**src/sv/drts_pkg.sv**
```systemverilog
`default_nettype none

package drts_pkg;

	// Command codes of an input item
	localparam logic [2:0] CMD_LOAD     = 3'd0;
	localparam logic [2:0] CMD_START    = 3'd1;
	localparam logic [2:0] CMD_TRANS    = 3'd2;
	localparam logic [2:0] CMD_READ_RES = 3'd3;
	localparam logic [2:0] CMD_READ_CNT = 3'd4;
	localparam logic [2:0] CMD_CLEAR    = 3'd5;

	// Status codes of a result item
	localparam logic [1:0] STS_DONE    = 2'd0;
	localparam logic [1:0] STS_IGNORED = 2'd1;
	localparam logic [1:0] STS_RANGE   = 2'd2;
	localparam logic [1:0] STS_DROPPED = 2'd3;

	typedef struct packed {
		logic [2:0]  cmd;
		logic [31:0] freq;
		logic [63:0] now_time;
		logic [3:0]  from_index;
		logic [3:0]  to_index;
	} item_t;

	typedef struct packed {
		logic [63:0] value;
		logic [31:0] total_transitions;
		logic [3:0]  current_index;
		logic        current_valid;
		logic [4:0]  entry_count;
		logic [1:0]  status;
	} result_t;

	// Shared adder operations
	typedef enum logic [1:0] {
		ALU_ADD,
		ALU_SUB,
		ALU_INC
	} alu_op_t;

	typedef struct packed {
		alu_op_t     op;
		logic [63:0] a;
		logic [63:0] b;
	} alu_req_t;

	typedef struct packed {
		logic [63:0] sum;
		logic        eq;
	} alu_rsp_t;

	// Sequencer states
	typedef enum logic [3:0] {
		ST_INIT,
		ST_IDLE,
		ST_DECODE,
		ST_SCAN,
		ST_DIFF,
		ST_ACCUM,
		ST_READ,
		ST_RES_OUT,
		ST_CNT_RD,
		ST_CNT_OUT,
		ST_CNT_INC,
		ST_TOTAL,
		ST_WIPE,
		ST_FINISH
	} drts_state_t;

endpackage

`default_nettype wire

```
**src/sv/drts_alu.sv**
```systemverilog
`default_nettype none

module drts_alu (
	input  wire drts_pkg::alu_req_t req,
	output drts_pkg::alu_rsp_t rsp
);
	import drts_pkg::*;

	logic [63:0] operand_b;
	logic        carry_in;

	// Select second operand and carry for add, subtract, increment
	always_comb begin
		case (req.op)
		ALU_ADD: begin
			operand_b = req.b;
			carry_in  = 1'b0;
		end
		ALU_SUB: begin
			operand_b = ~req.b;
			carry_in  = 1'b1;
		end
		ALU_INC: begin
			operand_b = '0;
			carry_in  = 1'b1;
		end
		default: begin
			operand_b = req.b;
			carry_in  = 1'b0;
		end
		endcase
	end

	assign rsp.sum = req.a + operand_b + 64'(carry_in);
	assign rsp.eq  = (req.a == req.b);

endmodule

`default_nettype wire

```
**config.mk**
```make
export PLATFORM = sky130hd
export DESIGN_NAME = drts_alu
export DESIGN_NICKNAME = d
export VERILOG_FILES = /design/src/sv/drts_pkg.sv /design/src/sv/drts_alu.sv
export SDC_FILE = /design/constraint.sdc
export NUM_CORES = 1
export LEC_CHECK = 0
export ABC_AREA = 1
export ABC_CLOCK_PERIOD_IN_PS = 3700
export BUFFER_PORTS_ARGS = -buffer_cell sky130_fd_sc_hd__buf_2
export CORE_UTILIZATION = 57
export DETAILED_ROUTE_END_ITERATION = 12
export GPL_ROUTABILITY_DRIVEN = 0
export PLACE_DENSITY = 0.85
export SYNTH_ARGS = -nofsm -noshare
export SYNTH_HDL_FRONTEND = slang
export SYNTH_SLANG_ARGS = --single-unit
export TNS_END_PERCENT = 5
```
**constraint.sdc**
```tcl
create_clock -name vclk -period 3.7
set_clock_uncertainty 0.2 [all_clocks]
set_input_delay 0.37 -clock vclk [all_inputs]
set_output_delay 0.37 -clock vclk [all_outputs]
set_load 0.05 [all_outputs]
```
# Word level (Yosys, flattened, before mapping)
# Index checks and enable logic that the tools add are counted.
[classes] n_eq_ne=3 n_div=0 shifts=0 mul=0 magnitude_cmp=0 addsub=2 bitwise=1 reduce_logical=1 muxes=2
[op_table] cell="$pmux 64 s2" n=1
[op_table] cell="$add 64x1->64" n=1
[op_table] cell="$add 64x64->64" n=1
[op_table] cell="$eq 64x64->1" n=1
[op_table] cell="$not 64->64" n=1
[op_table] cell="$eq 2x1->1 const B" n=1
[op_table] cell="$eq 2x2->1 const B" n=1
[op_table] cell="$reduce_or 2->1" n=1
[op_table] cell="$mux 1" n=1
[totals] mem_bits_rw=0 mem_bits_ro=0 ff_bits=0 output_inout_bits=65 memories=0 latchBits=0

# Longest topological paths before layout
[depth] depth_word=4 ltp_mapped=20 mapped_depth_nobuf=19

# Worst setup path before layout
# Ideal clock, no wire load.
[synth_path] kind="input port to output port" startpoint="input req[129] (netlist name)" endpoint="output rsp[33] (netlist name)" arrival_time_ns=3.506 slack_ns=-0.376 cell_stages=18 n_path_buf=2 cell_sequence="inv_1 ha_1 inv_2 clkbuf_1 buf_1 fa_1 inv_1 fa_1 inv_1 nand3_1 nand2_2 nand2_1 nand2_2 nand3_1 nand2_2 nand2_1 nand2_1 xor2_1"
[synth_rtl] item="start: declaration" line_no="drts_alu.sv:4" rtl="input wire drts_pkg::alu_req_t req,"
[synth_rtl] item="end: declaration" line_no="drts_alu.sv:5" rtl="output drts_pkg::alu_rsp_t rsp"

==> impl_metrics.yaml <==
floorplan:
  io_pins: 195
  core_area_um2: 12820
  die_area_um2: 13870
  die_y_um: 117.8
  initial_utilization: 0.5959
  die_w_um: 117.8
  rows: 41
timing:
  hold_viol: 0
  finalCritPeriodShare: 0.9820
  timing.slew.headroom: 0.6886
  whs_ns: 1.072
  setup_slack_ns: 0.06653
  setup_viol: 0
  min_period_ns: 3.633
  fin_setup_tns_ns: 0
  grt_setup_unrepaired: "yes"
  tightest_slew_ns: 0.4635
  fmax_ghz: 0.2752
  finalMaxSlewViolations: 0
cells_and_area:
  fin_util: 0.7604
  seq_cells: 0
  fill_cells: 1111
  nets: 2004
  design_area_um2: 9752
  synthToLayoutAreaGrowth_pct: 27.60
  drive_above_1_share: 0.2446
  seqCellArea_um2: 0
  nClkBuffers: 0
global_routing:
  antenna_found_initial: 3
  grtUsageTotal: 0.3828
  grt_pass1_wl_um: 43060
  grt.overflow.total: 0
  grt_pass1_vias: 9243
  grt_max_degree: 33
place:
  place_area_um2: 9261
  dpl.hpwl_um: 24320
  pre_cts_ws_ns: -0.04925
  port_buffers: 195
power:
  vdd_ir_drop_max_mv: 0.2382
  power_leakage_nw: 5.970
  powerDensity_nw_per_um2: 304.0
setup_path:
  crit_start: "req[129]"
  worstPathArrival_ns: 3.06
  crit_path_end: "rsp[33]"
  cp-start-kind: "input pin"
  critPathCaptureType: "output port"
  crit_required_ns: 3.13
  critPathKind: "input pin to output port"
  worst-path-max-fanout: 6
run_status:
  outcome: "completed"
route:
  antenna_left: 0
  drt_wl_total_um: 28770
  via_per_inst: 5.463
  drt-initial-drc-count: 1446
  first_pass_iters: 9
  routedWlPerCell_um: 14.52
  drc: 0
  vias: 10830
logic_synthesis:
  synthTopCellsByCount: "593 x nand2_1, 328 x inv_1, 154 x a21oi_1"
  yosysUniqueCellTypes: 30
  synth_top_area_frac: 0.2913
  yosysWarnings: 0
  netlist_instances: 1567
  ys_top_cells_by_area: "nand2_1 29%, inv_1 16%, ha_1 10%"
  syn_area_um2: 7642
  post-synth-top-area-cell: "nand2_1"
  synth_fp_nets: 1762
  seq_area_frac_synth: 0
  avgSynthCellArea_um2: 4.877
  yosysMostFrequentCell: "nand2_1"
job:
  drv_cap: 0
hold_path:
  hold_class: "input pin to output port"
clocking:
  cts_hold_buf: 0
[layer usage]
metal / wire [um] / GRT usage / vias up
li1: - / - / 5243
met1: 11310 / 0.5237 / 4736
met2: 12100 / 0.5956 / 733
met3: 4092 / 0.07607 / 114
met4: 1251 / 0.1242 / 2
met5: 13 / 0 / -
[stage by stage]
| step | power (mW) | cells |
|---|---|---|
| 2_1_floorplan | 1.944 | 1567 |
| 3_3_place_gp | 2.673 | 1973 |
| 3_5_place_dp | 2.710 | 1973 |
| 4_1_cts | 2.730 | 1973 |
| 5_1_grt | 3.154 | 1981 |
| 6_report | 2.965 | 1982 |
[kinds of logic (layout without fill, tap and decap cells)]
group,after synthesis,count (layout),synth area share
simple gates,897,897,0.5106
xor+xnor,84,84,0.09627
other cells,0,3,0
fa+ha+maj,65,65,0.1084
compound gates,161,161,0.1067
buf+inv,359,599,0.1765
mux,1,1,0.001473
[layout make-up]
| type | instances | area [um^2] | share of cell area |
|---|---|---|---|
| multi-input cells | 1208 | 6634 | 0.6803 |
| repair buffers | 259 | 1614 | 0.1655 |
| inverters | 340 | 1281 | 0.1314 |
| well taps | 172 | 215.2 | 0.02207 |
| diodes | 3 | 7.507 | 0.0007698 |
[placed cells by master, fill, tap and decap left out, types with 2 or more instances in the layout]
master | netlist | final
a21oi_1 | 154 | 140
a21oi_2 | 0 | 14
buf_12 | 0 | 2
buf_2 | 1 | 161
buf_4 | 0 | 73
buf_6 | 0 | 6
clkbuf_4 | 0 | 15
clkinv_1 | 3 | 3
diode_2 | 0 | 3
ha_1 | 63 | 44
ha_2 | 0 | 13
ha_4 | 0 | 6
inv_1 | 328 | 327
inv_2 | 9 | 9
nand2_1 | 593 | 582
nand2_2 | 38 | 46
nand2_4 | 0 | 3
nand3_1 | 58 | 58
nand3_2 | 12 | 12
nand4_1 | 23 | 23
nor2_1 | 103 | 89
nor2_2 | 30 | 36
nor2_4 | 6 | 14
nor3_1 | 14 | 11
nor3_2 | 4 | 7
nor3_4 | 2 | 2
nor4_2 | 2 | 2
o21ai_0 | 3 | 3
o21bai_1 | 3 | 3
or2_2 | 10 | 10
xnor2_1 | 37 | 37
xor2_1 | 47 | 41
xor2_2 | 0 | 6
[power breakdown]
group / leakage (nW) / total (mW) / internal, mW / switching, mW
clock: 0.0000190 / 0.000000108 / 0.000000108 / 0
sequential: 0 / 0 / 0 / 0
combinational: 5.97 / 2.96 / 0.921 / 2.04
total: 5.97 / 2.96 / 0.921 / 2.04
[worst min path at each step]
stage	startpoint	slack, ns	end	cells past startpoint
floorplan	req[123]	0.91	rsp[0]	5
global placement	req[127]	1.07	rsp[64]	5
detailed placement	req[127]	1.08	rsp[64]	5
CTS	req[127]	1.08	rsp[64]	5
global route	req[127]	1.10	rsp[64]	5
finish	req[127]	1.07	rsp[64]	5
[repair_timing]
| action | 4_1_cts | 5_1_grt |
|---|---|---|
| setup endpoints to repair | 12 | 54 |
| resized for setup | 6 | 132 |
| pin swaps | 0 | 8 |
| gates cloned | 0 | 1 |
| buffers inserted | 0 | 5 |
[critical path: stages]
cell and delay, ns:
buf_2 0.10, inv_2 0.08, ha_4 0.22, inv_6 0.11, a21oi_1 0.09, a21oi_2 0.15, fa_2 0.23, inv_1 0.06
fa_1 0.44, inv_1 0.13, nand3_1 0.10, nand2_2 0.12, nand2_1 0.07, nand2_2 0.08, nand3_1 0.09, nand2_2 0.10
nand2_1 0.05, nand2_1 0.09, xor2_2 0.13, clkbuf_4 0.24
Note: power is estimated with default switching activity, not from simulation.
